$ cat src/rtl/spqu_pkg.sv
`timescale 1ns / 1ps
package spqu_pkg;

  typedef logic [2:0] mode_t;
  typedef logic [1:0] status_t;

  localparam mode_t MODE_INSERT = 3'd0;
  localparam mode_t MODE_POP    = 3'd1;
  localparam mode_t MODE_PEEK   = 3'd2;
  localparam mode_t MODE_DELETE = 3'd3;
  localparam mode_t MODE_CHANGE = 3'd4;
  localparam mode_t MODE_LIST   = 3'd5;

  localparam status_t ST_OK        = 2'd0;
  localparam status_t ST_FULL      = 2'd1;
  localparam status_t ST_NOT_FOUND = 2'd2;
  localparam status_t ST_EMPTY     = 2'd3;

  localparam int MAX_RESULTS = 16;

  typedef struct packed {
    logic [15:0] id;
    logic [7:0]  pr;
    logic [15:0] tm;
  } ent_t;

  // Commands from the controller to the datapath.
  typedef struct packed {
    logic capture;
    logic exec;
    logic list_adv;
    logic sort_step;
    logic sort_phase;
  } cmd_t;

  // Status from the datapath to the controller.
  typedef struct packed {
    logic has_result;
    logic list_more;
    logic need_sort;
  } sts_t;

endpackage

$ cat src/rtl/spqu_ctrl.sv
`timescale 1ns / 1ps
module spqu_ctrl import spqu_pkg::*; #(
  parameter int DEPTH = 16
) (
  input  logic clk,
  input  logic rst_n,
  input  logic in_valid,
  output logic in_ready,
  output logic out_valid,
  input  logic out_ready,
  input  sts_t sts,
  output cmd_t cmd
);

  localparam int IW = $clog2(DEPTH);

  typedef enum logic [1:0] {S_IDLE, S_EXEC, S_OUT, S_SORT} state_t;

  state_t        state_r, state_nxt;
  logic          out_valid_r, out_valid_nxt;
  logic [IW-1:0] cnt_r, cnt_nxt;

  assign in_ready  = (state_r == S_IDLE);
  assign out_valid = out_valid_r;

  always_comb begin
    state_nxt     = state_r;
    out_valid_nxt = out_valid_r;
    cnt_nxt       = cnt_r;
    cmd           = '0;
    cmd.sort_phase = cnt_r[0];
    unique case (state_r)
      S_IDLE: begin
        if (in_valid) begin
          cmd.capture = 1'b1;
          state_nxt   = S_EXEC;
        end
      end
      S_EXEC: begin
        cmd.exec = 1'b1;
        if (sts.has_result) begin
          state_nxt     = S_OUT;
          out_valid_nxt = 1'b1;
        end else begin
          state_nxt = S_IDLE;
        end
      end
      S_OUT: begin
        if (out_ready) begin
          priority if (sts.list_more) begin
            cmd.list_adv = 1'b1;
          end else if (sts.need_sort) begin
            out_valid_nxt = 1'b0;
            cnt_nxt       = '0;
            state_nxt     = S_SORT;
          end else begin
            out_valid_nxt = 1'b0;
            state_nxt     = S_IDLE;
          end
        end
      end
      S_SORT: begin
        cmd.sort_step = 1'b1;
        cnt_nxt       = cnt_r + 1'b1;
        if (cnt_r == IW'(DEPTH - 1)) begin
          state_nxt = S_IDLE;
        end
      end
      default: state_nxt = S_IDLE;
    endcase
  end

  always_ff @(posedge clk) begin
    if (!rst_n) begin
      state_r     <= S_IDLE;
      out_valid_r <= 1'b0;
      cnt_r       <= '0;
    end else begin
      state_r     <= state_nxt;
      out_valid_r <= out_valid_nxt;
      cnt_r       <= cnt_nxt;
    end
  end

endmodule

$ cat config.mk
export PLATFORM = sky130hd
export DESIGN_NAME = spqu_ctrl
export DESIGN_NICKNAME = d
export VERILOG_FILES = /design/src/rtl/spqu_pkg.sv /design/src/rtl/spqu_ctrl.sv
export SDC_FILE = /design/constraint.sdc
export NUM_CORES = 1
export LEC_CHECK = 0
export ABC_AREA = 1
export BUFFER_PORTS_ARGS = -buffer_cell sky130_fd_sc_hd__buf_2
export CAP_MARGIN = 15
export CORE_AREA = 2 2 39 41
export DETAILED_ROUTE_END_ITERATION = 10
export DIE_AREA = 0 0 41 43
export PLACE_DENSITY_LB_ADDON = 0.15
export SYNTH_ARGS = -nofsm -noshare
export SYNTH_HDL_FRONTEND = slang
export SYNTH_SLANG_ARGS = --single-unit
$ cat constraint.sdc
create_clock -name clk -period 1.3 [get_ports clk]
set_clock_uncertainty 0.15 [all_clocks]
set_input_delay 0.13 -clock clk [delete_from_list [all_inputs] [get_ports clk]]
set_output_delay 0.13 -clock clk [all_outputs]
set_load 0.005 [all_outputs]
==> results_dict.tcl <==
set metrics [dict create \
    worst_r2r_startpoint "cnt_r[0]$_SDFFE_PN0P_" \
    path_clk_slew_ps 60 \
    post-place-cells 89 \
    wire_per_inst_um 8.65 \
    vias 419 \
    nNetsFinal 88 \
    max_cap_viol_count 0 \
    grt_setup_unrepaired "yes" \
    fin_crit_sh_pct 99.8 \
    synth.avg_cell_area_um2 6.59 \
    whs_endpoint "state_r[1]$_SDFFE_PN0P_" \
    finalNonFillerCells 95 \
    wl_um 822 \
    tritoncts "yes" \
    drt_iter0_markers 4 \
    ys.warnings.count 0 \
    cts_root_buf "clkbuf_4" \
    drt_first_pass_iters 4 \
    coreArea_mm2 0.00138 \
    slew_violations 0 \
    die_area_mm2 0.00176 \
    ir_drop_uv 462 \
    p_total_uw 612 \
    num_antenna_cells 0 \
    worst_pin_slew_ps 184 \
    r2r-end "state_r[1]$_SDFFE_PN0P_" \
    synth.distinct_cells 18 \
    yosys-top-cells-area "dfxtp_1 35%, nand2_1 11%, inv_1 9.5%, a21oi_1 7.6%, nand3_1 6.3%" \
    start_kind "flip-flop" \
    cts_setup_buffers 0 \
    fill_cells 152 \
    hpwl_um 639 \
    grt_pass1_wl_um 1370 \
    ant_nets 0 \
    clock_latency_ps 260 \
    min-delay-start "sts[0]" \
    grt_pass1_vias 373 \
    required_ps 1020 \
    layout_min_cycle_time_ps 1300 \
    fin_ws_ps 3.08 \
    htree_levels 1 \
    synth.cell_area_um2 395 \
    synth_nets 68 \
    power_density_mw_per_mm2 1130 \
    relSlewSlack_pct 87.6 \
    ff2ff_path_depth 6 \
    final-hold-violation-count 0 \
    setup_violations 0 \
    synthesis.instances 60 \
    power.leakage_uw 0.000272 \
    num_io_pins 14 \
    synth_seq_cells 7 \
    remaining_drc_errors 0 \
    antenna_found_initial 0 \
    pre_cts_ws_ps 90.1 \
    yosysTopAreaCellShare_pct 35.4 \
    port_buffers 13 \
    worstHoldPathType "in2reg" \
    grt_max_degree 7 \
    clockBufferDepth 2 \
    rows 14 \
    place.gp.congestion 0.735 \
    vias_per_cell 4.41 \
    worstSetupPathType "reg2out" \
    synth_edf_count 0 \
    critPathCaptureType "output port" \
    synthArstFlopShare_pct 0 \
    synth.most_common_cell "nand2_1" \
    synth_top_cell_by_area "dfxtp_1" \
    grtUsageTotal_pct 11.7 \
    area_growth_pct 37.3 \
    arrival_ps 1020 \
    clock.fmax_mhz 771 \
    clock_sinks 7 \
    die_h_um 43 \
    seq_area_frac_synth_pct 35.4 \
    cts_made_buffers 3 \
    holdPathStages 5 \
    fin_tns_setup_ps 0 \
    overflow 0 \
    synthFlopType "dfxtp_1" \
    die_w_um 41 \
    ys_top_cells_by_count "12 x nand2_1, 10 x inv_1, 7 x dfxtp_1" \
    status "finished clean" \
    drive_above_1_share_pct 39.2 \
    rrSetupSlack_ps 130 \
    initial_core_util_pct 28.6 \
    critPathMaxFanout 6 \
]
[per-stage QoR]
stage / hold slack [ps] / util, % / instance area (um2)
global route: 101 / 39.2 / 543
finish: 77.9 / 39.2 / 543
global placement: 273 / 34.7 / 480
detailed placement: 256 / 34.7 / 480
floorplan: 118 / - / 395
CTS: 72.7 / 38.5 / 533
[registers in the layout, indices dropped and copies added (netlist names)]
signal	flops
cnt_r	4
state_r	2
out_valid	1
[logic make-up (layout without fill, tap and decap cells)]
kind of cell	Yosys count	after routing	share of synthesized area, %
and+or+nand+nor	28	28	33.5
buffers and inverters	13	32	13.3
AOI/OAI and AO/OA	11	11	14.6
DFF	7	7	35.4
adders and majority gates	1	1	3.16
[how the worst max path moves through the flow]
stage / end / cells after the start / from
2_1_floorplan: cnt_r[2]$_SDFFE_PN0P_ / 4 / cnt_r[0]$_SDFFE_PN0P_
3_3_place_gp: cnt_r[1]$_SDFFE_PN0P_ / 6 / state_r[1]$_SDFFE_PN0P_
3_5_place_dp: state_r[1]$_SDFFE_PN0P_ / 6 / cnt_r[1]$_SDFFE_PN0P_
4_1_cts: cmd[2] / 5 / state_r[1]$_SDFFE_PN0P_
5_1_grt: cmd[2] / 5 / state_r[1]$_SDFFE_PN0P_
6_report: cmd[2] / 5 / state_r[1]$_SDFFE_PN0P_
[cell type report]
| cell class | instances | area (um2) | area share (%) |
|---|---|---|---|
| multi-input combinational | 40 | 209 | 38.5 |
| timing repair buffer | 16 | 92.6 | 17.1 |
| inverter | 12 | 47.5 | 8.76 |
| tap | 16 | 20.0 | 3.69 |
| clock buffer | 3 | 22.5 | 4.15 |
| clock inverter | 1 | 5.00 | 0.922 |
| sequential | 7 | 146 | 27.0 |
[worst max-delay path, stage by stage (launching register included)]
cell and delay, ps:
dfxtp_4 390, inv_4 40, nor2_4 110, inv_2 40, nor2_1 70, buf_2 110
[metal layers]
metal / wire, um / vias up / global-route usage, %
li1: - / 227 / -
met1: 372 / 179 / 13.2
met2: 374 / 11 / 17.2
met3: 63 / 2 / 7.85
met4: 12 / 0 / 4.00
met5: 0 / - / 0
[placed cells by master, fill, tap and decap left out, types with 3 or more instances in the layout]
cell | Yosys | final
o21ai_0 | 3 | 3
clkbuf_4 | 0 | 3
dfxtp_1 | 7 | 4
nand3_1 | 5 | 5
inv_1 | 10 | 9
a21oi_1 | 6 | 6
nand2_1 | 12 | 12
buf_2 | 0 | 13
nor2_1 | 4 | 4
[power breakdown]
group	internal, uW	switching [uW]	leakage, uW
Combinational	67.8	79.1	0.000196
Clock	113	89.5	0.0000177
Sequential	235	27.2	0.0000584
[what timing repair did]
item / in CTS / in global routing
setup endpoints to repair: 3 / 4
hold buffers: 2 / 0
gates resized for setup: 3 / 5
endpoints found under the hold margin: 2 / 0
(Power assumes the default switching activity.)
